<file path="src/ctsc_pkg.sv">
// Shared constants and types for the capture time scale classifier.
package ctsc_pkg;

   // Request limit per decision window
   localparam int unsigned RECORDS_TO_CHECK = 100;
   localparam int unsigned SEEN_W           = 7;
   localparam int unsigned STAMP_W          = 32;
   localparam int unsigned CSR_W            = 16;
   localparam int unsigned CSR_IDX_W        = 2;
   localparam int unsigned BASIS_W          = 3;

   // Configuration register indexes
   localparam logic [CSR_IDX_W-1:0] CSR_DATA_LEN  = 2'd0;
   localparam logic [CSR_IDX_W-1:0] CSR_GPS_LEN   = 2'd1;
   localparam logic [CSR_IDX_W-1:0] CSR_VER_MAJOR = 2'd2;
   localparam logic [CSR_IDX_W-1:0] CSR_VER_MINOR = 2'd3;

   // Configuration reset values
   localparam logic [CSR_W-1:0] DATA_LEN_RST  = 16'd1248;
   localparam logic [CSR_W-1:0] GPS_LEN_RST   = 16'd554;
   localparam logic [CSR_W-1:0] VER_MAJOR_RST = 16'd2;
   localparam logic [CSR_W-1:0] VER_MINOR_RST = 16'd4;

   // Version that enables the statistics path
   localparam logic [CSR_W-1:0] STAT_VER_MAJOR = 16'd2;
   localparam logic [CSR_W-1:0] STAT_VER_MINOR = 16'd4;

   // Decision thresholds
   localparam logic [STAMP_W-1:0] MIN_CORR_TH = 32'd5;
   localparam logic [STAMP_W-1:0] MAX_CORR_TH = 32'd25;
   localparam logic [STAMP_W-1:0] MIN_LEG_TH  = 32'd1;
   localparam logic [STAMP_W-1:0] MAX_LEG_TH  = 32'd5;

   // Decision basis codes
   localparam logic [BASIS_W-1:0] BASIS_VERSION = 3'd0;
   localparam logic [BASIS_W-1:0] BASIS_AGREE   = 3'd1;
   localparam logic [BASIS_W-1:0] BASIS_VOTE    = 3'd2;
   localparam logic [BASIS_W-1:0] BASIS_FEW     = 3'd3;
   localparam logic [BASIS_W-1:0] BASIS_TIE     = 3'd4;

   // Decision job passed from front to back
   typedef struct packed {
      logic                by_version;
      logic                version_corrected;
      logic [SEEN_W-1:0]   count;
      logic [STAMP_W-1:0]  min_delta;
      logic [STAMP_W-1:0]  max_delta;
      logic [STAMP_W-1:0]  delta_sum;
   } job_type;

endpackage

</file>
<file path="src/ctsc_front.sv">
// Front part: configuration registers, request intake and delta statistics.
module ctsc_front (
   input  logic                        clock,
   input  logic                        reset,
   input  logic                        csr_write_enable,
   input  logic [ctsc_pkg::CSR_IDX_W-1:0] csr_index,
   input  logic [ctsc_pkg::CSR_W-1:0]  csr_write_data,
   input  logic                        req_valid,
   output logic                        req_ready,
   input  logic [31:0]                 req_record_length,
   input  logic [31:0]                 req_usec_stamp,
   input  logic                        req_header_valid,
   input  logic                        req_end_of_file,
   output logic                        job_valid,
   input  logic                        job_ready,
   output ctsc_pkg::job_type           job_data
);
   import ctsc_pkg::*;

   logic [CSR_W-1:0]   data_len_ff, gps_len_ff, ver_major_ff, ver_minor_ff;
   logic [STAMP_W-1:0] prev_ff, prev_in;
   logic               have_prev_ff, have_prev_in;
   logic [SEEN_W-1:0]  seen_ff, seen_in;
   logic [SEEN_W-1:0]  count_ff, count_in;
   logic [STAMP_W-1:0] min_ff, min_in;
   logic [STAMP_W-1:0] max_ff, max_in;
   logic [STAMP_W-1:0] sum_ff, sum_in;

   logic               ver_above, ver_below, accept, match, add_delta, window_done;
   logic [STAMP_W-1:0] delta, upd_min, upd_max, upd_sum;
   logic [SEEN_W-1:0]  upd_count, upd_seen;

   // Write configuration registers
   always_ff @(posedge clock) begin
      if (reset) begin
         data_len_ff  <= DATA_LEN_RST;
         gps_len_ff   <= GPS_LEN_RST;
         ver_major_ff <= VER_MAJOR_RST;
         ver_minor_ff <= VER_MINOR_RST;
      end else if (csr_write_enable) begin
         unique case (csr_index)
            CSR_DATA_LEN:  data_len_ff  <= csr_write_data;
            CSR_GPS_LEN:   gps_len_ff   <= csr_write_data;
            CSR_VER_MAJOR: ver_major_ff <= csr_write_data;
            CSR_VER_MINOR: ver_minor_ff <= csr_write_data;
            default: ;
         endcase
      end
   end

   // Classify version against the statistics version
   assign ver_above = (ver_major_ff > STAT_VER_MAJOR) ||
                      ((ver_major_ff == STAT_VER_MAJOR) && (ver_minor_ff > STAT_VER_MINOR));
   assign ver_below = (ver_major_ff < STAT_VER_MAJOR) ||
                      ((ver_major_ff == STAT_VER_MAJOR) && (ver_minor_ff < STAT_VER_MINOR));

   assign req_ready = job_ready;
   assign accept    = req_valid & req_ready;

   // Update running statistics with this request's delta
   assign match = req_header_valid &&
                  ((req_record_length == {16'd0, data_len_ff}) ||
                   (req_record_length == {16'd0, gps_len_ff}));
   assign add_delta = match & have_prev_ff;
   assign delta     = req_usec_stamp - prev_ff;
   assign upd_min   = (add_delta && (delta < min_ff)) ? delta : min_ff;
   assign upd_max   = (add_delta && (delta > max_ff)) ? delta : max_ff;
   assign upd_sum   = add_delta ? (sum_ff + delta) : sum_ff;
   assign upd_count = add_delta ? (count_ff + SEEN_W'(1)) : count_ff;
   assign upd_seen  = seen_ff + SEEN_W'(1);
   assign window_done = ({{(32-SEEN_W){1'b0}}, upd_seen} >= RECORDS_TO_CHECK[31:0]);

   // Build decision job
   always_comb begin
      job_valid = req_valid & (ver_above | ver_below | req_end_of_file | window_done);
      job_data.by_version        = ver_above | ver_below;
      job_data.version_corrected = ver_above;
      if (req_end_of_file) begin
         job_data.count     = count_ff;
         job_data.min_delta = min_ff;
         job_data.max_delta = max_ff;
         job_data.delta_sum = sum_ff;
      end else begin
         job_data.count     = upd_count;
         job_data.min_delta = upd_min;
         job_data.max_delta = upd_max;
         job_data.delta_sum = upd_sum;
      end
   end

   // Next statistics state: clear on any decision, else advance
   always_comb begin
      prev_in      = prev_ff;
      have_prev_in = have_prev_ff;
      seen_in      = seen_ff;
      count_in     = count_ff;
      min_in       = min_ff;
      max_in       = max_ff;
      sum_in       = sum_ff;
      if (accept) begin
         if (job_valid) begin
            prev_in      = '0;
            have_prev_in = 1'b0;
            seen_in      = '0;
            count_in     = '0;
            min_in       = '1;
            max_in       = '0;
            sum_in       = '0;
         end else begin
            if (match) begin
               prev_in      = req_usec_stamp;
               have_prev_in = 1'b1;
            end
            seen_in  = upd_seen;
            count_in = upd_count;
            min_in   = upd_min;
            max_in   = upd_max;
            sum_in   = upd_sum;
         end
      end
   end

   always_ff @(posedge clock) begin
      if (reset) begin
         prev_ff      <= '0;
         have_prev_ff <= 1'b0;
         seen_ff      <= '0;
         count_ff     <= '0;
         min_ff       <= '1;
         max_ff       <= '0;
         sum_ff       <= '0;
      end else begin
         prev_ff      <= prev_in;
         have_prev_ff <= have_prev_in;
         seen_ff      <= seen_in;
         count_ff     <= count_in;
         min_ff       <= min_in;
         max_ff       <= max_in;
         sum_ff       <= sum_in;
      end
   end

endmodule

</file>
<file path="src/ctsc_queue.sv">
// Two-entry job queue between the front and back parts.
module ctsc_queue (
   input  logic              clock,
   input  logic              reset,
   input  logic              push_valid,
   output logic              push_ready,
   input  ctsc_pkg::job_type push_data,
   output logic              pop_valid,
   input  logic              pop_ready,
   output ctsc_pkg::job_type pop_data
);
   import ctsc_pkg::*;

   job_type     entry_ff [2];
   logic        wr_ptr_ff, wr_ptr_in;
   logic        rd_ptr_ff, rd_ptr_in;
   logic [1:0]  fill_ff, fill_in;
   logic        do_push, do_pop;

   assign push_ready = (fill_ff != 2'd2);
   assign pop_valid  = (fill_ff != 2'd0);
   assign pop_data   = entry_ff[rd_ptr_ff];
   assign do_push    = push_valid & push_ready;
   assign do_pop     = pop_valid & pop_ready;

   // Advance pointers and fill level
   always_comb begin
      wr_ptr_in = do_push ? ~wr_ptr_ff : wr_ptr_ff;
      rd_ptr_in = do_pop ? ~rd_ptr_ff : rd_ptr_ff;
      fill_in   = fill_ff + {1'b0, do_push} - {1'b0, do_pop};
   end

   always_ff @(posedge clock) begin
      if (reset) begin
         wr_ptr_ff <= 1'b0;
         rd_ptr_ff <= 1'b0;
         fill_ff   <= 2'd0;
      end else begin
         wr_ptr_ff <= wr_ptr_in;
         rd_ptr_ff <= rd_ptr_in;
         fill_ff   <= fill_in;
      end
   end

   // Store pushed job
   always_ff @(posedge clock) begin
      if (do_push) begin
         entry_ff[wr_ptr_ff] <= push_data;
      end
   end

endmodule

</file>
<file path="src/ctsc_back.sv">
// Back part: threshold decision and registered response.
module ctsc_back (
   input  logic                        clock,
   input  logic                        reset,
   input  logic                        job_valid,
   output logic                        job_ready,
   input  ctsc_pkg::job_type           job_data,
   output logic                        rsp_valid,
   input  logic                        rsp_ready,
   output logic                        rsp_scale_corrected,
   output logic [ctsc_pkg::BASIS_W-1:0] rsp_decision_basis
);
   import ctsc_pkg::*;

   logic               rsp_valid_ff, rsp_valid_in;
   logic               corr_ff, corr_in;
   logic [BASIS_W-1:0] basis_ff, basis_in;

   logic [9:0]  seven_n;
   logic [8:0]  three_n;
   logic        min_c, max_c, mean_c, min_l, max_l, mean_l;
   logic [1:0]  cv, lv;
   logic        take;

   // Mean thresholds as sum against 7n and 3n
   assign seven_n = ({3'd0, job_data.count} << 3) - {3'd0, job_data.count};
   assign three_n = ({2'd0, job_data.count} << 1) + {2'd0, job_data.count};

   assign min_c  = job_data.min_delta >= MIN_CORR_TH;
   assign max_c  = job_data.max_delta >= MAX_CORR_TH;
   assign mean_c = job_data.delta_sum >= {22'd0, seven_n};
   assign min_l  = job_data.min_delta <= MIN_LEG_TH;
   assign max_l  = job_data.max_delta <= MAX_LEG_TH;
   assign mean_l = job_data.delta_sum <= {23'd0, three_n};
   assign cv = {1'b0, min_c} + {1'b0, max_c} + {1'b0, mean_c};
   assign lv = {1'b0, min_l} + {1'b0, max_l} + {1'b0, mean_l};

   // Decide scaling
   always_comb begin
      if (job_data.by_version) begin
         corr_in  = job_data.version_corrected;
         basis_in = BASIS_VERSION;
      end else if (job_data.count <= 7'd1) begin
         corr_in  = 1'b0;
         basis_in = BASIS_FEW;
      end else if (min_c && max_c && mean_c) begin
         corr_in  = 1'b1;
         basis_in = BASIS_AGREE;
      end else if (min_l && max_l && mean_l) begin
         corr_in  = 1'b0;
         basis_in = BASIS_AGREE;
      end else if (cv > lv) begin
         corr_in  = 1'b1;
         basis_in = BASIS_VOTE;
      end else if (lv > cv) begin
         corr_in  = 1'b0;
         basis_in = BASIS_VOTE;
      end else begin
         corr_in  = 1'b0;
         basis_in = BASIS_TIE;
      end
   end

   // Load output register when empty or being drained
   assign job_ready = ~rsp_valid_ff | rsp_ready;
   assign take      = job_valid & job_ready;
   assign rsp_valid_in = take | (rsp_valid_ff & ~rsp_ready);

   always_ff @(posedge clock) begin
      if (reset) begin
         rsp_valid_ff <= 1'b0;
      end else begin
         rsp_valid_ff <= rsp_valid_in;
      end
   end

   always_ff @(posedge clock) begin
      if (take) begin
         corr_ff  <= corr_in;
         basis_ff <= basis_in;
      end
   end

   assign rsp_valid           = rsp_valid_ff;
   assign rsp_scale_corrected = corr_ff;
   assign rsp_decision_basis  = basis_ff;

endmodule

</file>
<file path="src/capture_time_scale_classifier.sv">
// Top level of the capture time scale classifier.
// Takes one record header request per cycle when the response side keeps up.
// A request that closes a decision (end of file, the hundredth record, or any
// request when the configured version is not 2.4) yields a response through
// the queue after acceptance: the front updates the delta statistics in the
// accepting cycle and queues a job, the back evaluates the thresholds into
// the output register. The statistics update in the front sets
// the sustained rate; a two-entry queue lets either side stall on its own.
// Configuration writes take effect at once and belong to idle periods.
module capture_time_scale_classifier (
   input  logic                          clock,
   input  logic                          reset,
   input  logic                          csr_write_enable,
   input  logic [ctsc_pkg::CSR_IDX_W-1:0] csr_index,
   input  logic [ctsc_pkg::CSR_W-1:0]    csr_write_data,
   input  logic                          req_valid,
   output logic                          req_ready,
   input  logic [31:0]                   req_record_length,
   input  logic [31:0]                   req_usec_stamp,
   input  logic                          req_header_valid,
   input  logic                          req_end_of_file,
   output logic                          rsp_valid,
   input  logic                          rsp_ready,
   output logic                          rsp_scale_corrected,
   output logic [ctsc_pkg::BASIS_W-1:0]  rsp_decision_basis
);
   import ctsc_pkg::*;

   logic    push_valid, push_ready, pop_valid, pop_ready;
   job_type push_data, pop_data;

   ctsc_front u_front (
      .clock             (clock),
      .reset             (reset),
      .csr_write_enable  (csr_write_enable),
      .csr_index         (csr_index),
      .csr_write_data    (csr_write_data),
      .req_valid         (req_valid),
      .req_ready         (req_ready),
      .req_record_length (req_record_length),
      .req_usec_stamp    (req_usec_stamp),
      .req_header_valid  (req_header_valid),
      .req_end_of_file   (req_end_of_file),
      .job_valid         (push_valid),
      .job_ready         (push_ready),
      .job_data          (push_data)
   );

   ctsc_queue u_queue (
      .clock      (clock),
      .reset      (reset),
      .push_valid (push_valid),
      .push_ready (push_ready),
      .push_data  (push_data),
      .pop_valid  (pop_valid),
      .pop_ready  (pop_ready),
      .pop_data   (pop_data)
   );

   ctsc_back u_back (
      .clock               (clock),
      .reset               (reset),
      .job_valid           (pop_valid),
      .job_ready           (pop_ready),
      .job_data            (pop_data),
      .rsp_valid           (rsp_valid),
      .rsp_ready           (rsp_ready),
      .rsp_scale_corrected (rsp_scale_corrected),
      .rsp_decision_basis  (rsp_decision_basis)
   );

endmodule

</file>
<file path="config.mk">
export PLATFORM = sky130hd
export DESIGN_NAME = capture_time_scale_classifier
export DESIGN_NICKNAME = d
export VERILOG_FILES = /design/src/ctsc_pkg.sv /design/src/ctsc_front.sv /design/src/ctsc_queue.sv /design/src/ctsc_back.sv /design/src/capture_time_scale_classifier.sv
export SDC_FILE = /design/constraint.sdc
export NUM_CORES = 1
export LEC_CHECK = 0
export BUFFER_PORTS_ARGS = -buffer_cell sky130_fd_sc_hd__buf_2
export CAP_MARGIN = 10
export CORE_AREA = 2 2 196 198
export DETAILED_ROUTE_END_ITERATION = 10
export DIE_AREA = 0 0 198 200
export GPL_ROUTABILITY_DRIVEN = 1
export PLACE_DENSITY = 0.88
export SLEW_MARGIN = 20
export SYNTH_ARGS = -nofsm -noshare
export SYNTH_HDL_FRONTEND = slang
export SYNTH_SLANG_ARGS = --single-unit
export TNS_END_PERCENT = 100
</file>
<file path="constraint.sdc">
create_clock -name clock -period 11.95 [get_ports clock]
set_clock_uncertainty 0.05 [all_clocks]
set_input_delay 0.5975 -clock clock [delete_from_list [all_inputs] [get_ports clock]]
set_output_delay 0.5975 -clock clock [all_outputs]
set_load 0.01 [all_outputs]
</file>
Word-level counts from Yosys, hierarchy flattened:

Memories as Yosys holds them, arrays and structs flattened. A register that Yosys moved wholly into a read port is not among the register bits.
Cells that the tools add are included.

* RAM bits: 210
* bits of input ports: 89
* memories: 1
* word-level logic and storage cells: 118
* register bits after elaboration: 216
* output and inout bits: 6

Memory list
* u_queue.entry_ff: words 2, width 105, read ports 1, clocked after memory_dff 1, write ports 1, RTL line ctsc_queue.sv:14 `job_type entry_ff [2];`

* bitwise operators: 15
* equal/unequal tests: 7
* order comparisons: 16
* reduce and logical (&&, ||, !) cells: 21
* mux-type cells: 28
* add/subtract/negate cells: 12

Operators with widths (number)
* $mux 32: 8
* $mux 103: 1
* $eq 32x16->1: 2
* $add 32x32->32: 1
* $ge 32x10->1: 1
* $ge 32x3->1 const B: 1
* $ge 32x5->1 const B: 1
* $gt 32x32->1: 1
* $le 32x1->1 const B: 1
* $le 32x3->1 const B: 1
* $le 32x9->1: 1
* $lt 32x32->1: 1
* $sub 32x32->32: 1
* $mux 7: 3
* $eq 16x2->1 const B: 1
* $gt 16x2->1 const B: 1
* $gt 16x3->1 const B: 1
* $lt 16x2->1 const B: 1
* $lt 16x3->1 const B: 1
* $add 7x1->7 const B: 2
* $mux 1: 11
* $reduce_and 2->1: 5
* $sub 10x7->10: 1
* $add 8x7->9: 1
* other kinds (19): 50

Depth between registers and ports, before layout:

* word-level depth: 10
* mapped depth: 28
* mapped depth without buffers: 24

Hierarchy:

Synthesis repeated with hierarchy kept, for this count alone.

* cell total of the unflattened synthesis: 2363
* area, all modules: 23885.4 um2

Modules (own cells, without submodules)
* ctsc_front: cells each 1820, times used 1, seq. area each 4144.0 um2, area an instance 14209.9 um2
* ctsc_queue: cells each 351, times used 1, seq. area each 6406.1 um2, area an instance 8055.2 um2
* ctsc_back: cells each 192, times used 1, seq. area each 140.1 um2, area an instance 1620.3 um2

Worst setup path before layout:

No wires, ideal clock.

* path type: reg2reg
* start point: register u_front.seen_ff[0]
* end point: memory u_queue.entry_ff[0][0] (netlist name), enable pin
* stages on the path, launching flop included: 9
* slack: 2.408 ns
* path buffers: 0
* clock period less this slack: 9.542 ns
* data arrival time: 8.795 ns
* data required time: 11.203 ns
* library setup time: 0.697 ns
* cells stage by stage: dfxtp_1 -> ha_1 -> and3_1 -> nand3_1 -> xnor2_1 -> nand2_1 -> a311oi_1 -> nor3_2 -> nor3_1

* word-level cells in the longest chain between the ends: 7

Ends and longest elaborated chain
* start, declared: RTL line ctsc_front.sv:23 `logic [SEEN_W-1:0] seen_ff, seen_in;`
* start signal, assigned: RTL line ctsc_front.sv:135 `seen_ff <= seen_in;`
* $add 7x1->7: RTL line ctsc_front.sv:70 `assign upd_seen = seen_ff + SEEN_W'(1);`
* $ge 7x7->1: RTL line ctsc_front.sv:71 `assign window_done = ({{(32-SEEN_W){1'b0}}, upd_seen} >= RECORDS_TO_CHECK[31:0]);`
* $or 1x1->1: RTL line ctsc_front.sv:75 `job_valid = req_valid & (ver_above | ver_below | req_end_of_file | window_done);`
* $and 1x1->1: RTL line ctsc_front.sv:75
* $and 1x1->1: RTL line ctsc_queue.sv:23 `assign do_push = push_valid & push_ready;`
* $mux 1: RTL line ctsc_queue.sv:47 `if (do_push) begin`
* $mux 1 (not written as such): RTL line ctsc_queue.sv:48 `entry_ff[wr_ptr_ff] <= push_data;`
* end, declared: RTL line ctsc_queue.sv:14

No other way between the ends.

==> impl_metrics.py <==
metrics = {
    "synthesis": {
        "synth_compound_area_share_pct": 15.7,
        "synthXorXnorAreaFrac_pct": 4.43,
        "synth_edf_count": 214,
        "synth_mux_area_share_pct": 3.23,
        "yosys.area_share.simple_pct": 14.2,
        "synth_ff_type": "edfxtp_1",
        "yosys_warnings": 0,
        "synth_nets": 2498,
        "synth_area_per_cell_um2": 9.90,
        "async_flop_share_pct": 0,
        "seq_area_frac_synth_pct": 48.3,
        "netlist_instances": 2235,
        "synth.distinct_cells": 72,
        "synth_seq_cells": 427,
        "synth_top_family_by_area": "compound AO/OA/AOI/OAI gates",
        "synth_adder_area_share_pct": 10.0,
        "syn-cell-area_um2": 22100,
    },
    "clock_network": {
        "cts-root-buf": "clkbuf_16",
        "numCtsBuffers": 46,
        "ctsHtreeMaxLevel": 2,
        "cts_tree": "yes",
        "cts_resized": 0,
        "post_cts_buffers": 0,
        "cts_num_sinks": 427,
        "ctsHoldBuffers": 0,
        "cts_buffer_depth": 3,
        "path_clk_slew_ps": 60,
        "clk_latency_ps": 560,
    },
    "setup_path": {
        "crit_family": "adder cells",
        "path_buf_inv": 3,
        "slowest_stage": "mux2i_1",
        "crit_chain": "buf_4 -> mux2i_1 -> inv_1 -> ha_1 -> fa_1 -> a21o_1 -> a21oi_1 -> o21bai_1 -> a21oi_1 -> xnor2_1 -> ha_1 -> nand4_1 -> nor2_1 -> a21oi_1 -> nor3b_1 -> o31ai_1 -> fa_1 -> inv_1 -> ha_1 -> a21oi_1 -> a21o_1 -> a21oi_1 -> a21oi_1",
        "critPathMaxStageDelay_ps": 560,
        "critPathMaxFanout": 38,
        "r2r_cells": 23,
        "worst_path_most_repeated_cell": "a21oi_1",
        "crit_type": "reg -> reg",
        "critical_path_arrival_ps": 6200,
        "rrSetupSlack_ps": 5980,
        "crit_required_ps": 12190,
        "cp_num_cells": 23,
        "crit_path_start_kind": "flop",
        "cp-end-kind": "flop",
        "endpoint": "u_back.rsp_scale_corrected",
        "r2r-end": "u_back.rsp_scale_corrected",
    },
    "sta": {
        "max_slew_margin_pct": 29.5,
        "fmax_ghz": 0.168,
        "timing.final.crit_share_pct": 49.9,
        "period_minus_slack_ps": 5970,
        "worst_pin_slew_ps": 1050,
        "setup_tns_ps": 0,
        "maxSlewViolCount": 0,
        "rsz0062_at_grt": "false",
        "finalHoldViolCount": 0,
        "finalSetupViolations": 0,
    },
    "global_routing": {
        "track_usage_pct": 28.6,
        "grt_start_max_net_pins": 96,
        "grt-ovfl-total": 0,
        "grt_pass1_wl_um": 88900,
        "antenna_found_initial": 0,
        "grt_pass1_vias": 17271,
    },
    "die": {
        "die-area_um2": 39600,
        "fp-row-count": 71,
        "dieWidth_um": 198,
        "die-height_um": 200,
        "ioPinCount": 95,
        "start_util_pct": 59.2,
        "core-area_um2": 37400,
    },
    "power": {
        "p_int_mw": 2.85,
        "p_sw_share_pct": 28.8,
        "power.share.clock_pct": 36.7,
        "leakage_nw": 9.76,
        "vdd_drop_max_mv": 0.140,
        "power.density_nw_per_um2": 162,
        "p_sw_mw": 1.15,
        "power_frac_comb_pct": 20.9,
        "p_seq_share_pct": 42.4,
    },
    "outcome": {
        "status": "finished, final reports clean",
    },
    "routing": {
        "first_pass_iters": 6,
        "ant_nets": 0,
        "viasPerCell": 6.11,
        "first_iter_violations": 1473,
        "drt-total-wl_um": 56400,
        "routedWlPerCell_um": 19.6,
        "route.detailed.drc": 0,
        "vias": 17548,
    },
    "final_layout": {
        "fillers": 2725,
        "layout_common_cells": "nand2_1 (303), edfxtp_1 (214), dfxtp_1 (212), a21oi_1 (181), ha_1 (169)",
        "syn_to_final_growth_pct": 11.8,
        "register_area_um2": 10700,
        "nets": 2588,
        "multi_input_area_um2": 10600,
        "post-route-cell-area_um2": 24700,
        "drive_gt1_share_pct": 11.8,
        "antenna_cells": 0,
        "final_common_cell": "nand2_1",
    },
    "placed_design": {
        "numPortBuffers": 94,
        "place_area_um2": 23100,
        "gp_congestion": 0.919,
        "dp_hpwl_um": 39200,
    },
    "flow_run": {
        "maxCapViolCount": 0,
    },
    "hold_path": {
        "hold_path.startpoint": "req_usec_stamp[31]",
        "holdPathStages": 3,
        "hold_class": "in -> reg",
    },
}
sequential cells by signal, indices dropped and copies added, names as in the netlist, 2 cells and up, named ones only:
register	flops
u_queue.fill_ff	2
u_front.ver_major_ff	16
u_front.data_len_ff	16
u_queue.entry_ff	210
u_front.gps_len_ff	16
u_front.count_ff	7
u_front.min_ff	32
u_back.rsp_decision_basis	3
u_front.sum_ff	32
u_front.ver_minor_ff	16
u_front.max_ff	32
u_front.seen_ff	7
u_front.prev_ff	32
synthesized netlist by cell type (all sizes together) (46+ instances only):
cell type	count	area [µm²]
nand2	303	1140
edfxtp	214	6430
dfxtp	213	4260
a21oi	182	922
ha	169	2110
inv	142	533
nor2	134	518
o21ai	121	609
xnor2	75	664
clkbuf	62	233
a21o	55	413
mux2	51	574
nand3	46	243
tightest hold or removal path, delay by kind of cell:
kind | cells | cell delay [ps]
simple gates | 1 | 70
buf+inv | 1 | 100
compound gates | 1 | 60
cell type report:
| cell class | count | share of cell area (%) |
|---|---|---|
| well taps | 511 | 2.58 |
| clock inverters | 23 | 1.15 |
| clock buffers | 62 | 5.19 |
| multi-input cells | 1579 | 42.7 |
| inverters | 142 | 2.15 |
| repair buffers | 129 | 3.02 |
| flip-flops and latches | 427 | 43.2 |
through the flow:
| stage | hold WS [ps] | power (mW) | setup WS (ps) | cells | util (%) |
|---|---|---|---|---|---|
| floorplan | 383 | 2.31 | 2410 | 2235 | - |
| global placement | 390 | 2.50 | 5860 | 2787 | 61.9 |
| detailed placement | 397 | 2.54 | 5690 | 2787 | 61.9 |
| CTS | 237 | 4.01 | 5990 | 2872 | 66.1 |
| global route | 257 | 4.16 | 5600 | 2873 | 66.1 |
| finish | 249 | 4.00 | 5980 | 2873 | 66.1 |
logic make-up after synthesis:
| family | after synthesis |
|---|---|
| muxes | 65 |
| buffers and inverters | 229 |
| DFF | 427 |
| adders and majority gates | 174 |
| xor gates and xnor gates | 111 |
| AOI/OAI and AO/OA | 551 |
| and+or+nand+nor | 678 |
metal layers:
| metal | part of all wire, % | vias up | track usage [%] |
|---|---|---|---|
| met4 | 4.5 | 0 | 14.5 |
| li1 | - | 8239 | - |
| met5 | 0 | - | 0 |
| met3 | 8.4 | 153 | 5.04 |
| met2 | 48 | 840 | 48.8 |
| met1 | 39 | 8316 | 35.2 |
worst min-delay path by stage:
stage,to
6_report,u_front.prev_ff[31]
5_1_grt,u_front.prev_ff[2]
4_1_cts,u_front.prev_ff[2]
3_5_place_dp,u_front.ver_minor_ff[5]
3_3_place_gp,u_front.ver_minor_ff[1]
2_1_floorplan,u_front.ver_minor_ff[1]
power groups by stage:
stage / Clock (mW) / Sequential [mW] / Combinational [mW]
6_report: 1.47 / 1.70 / 0.839
5_1_grt: 1.54 / 1.70 / 0.922
4_1_cts: 1.48 / 1.70 / 0.828
3_5_place_dp: 0 / 1.73 / 0.817
3_3_place_gp: 0 / 1.72 / 0.777
2_1_floorplan: 0 / 1.74 / 0.565
Note: power is estimated with default switching activity, not from simulation.
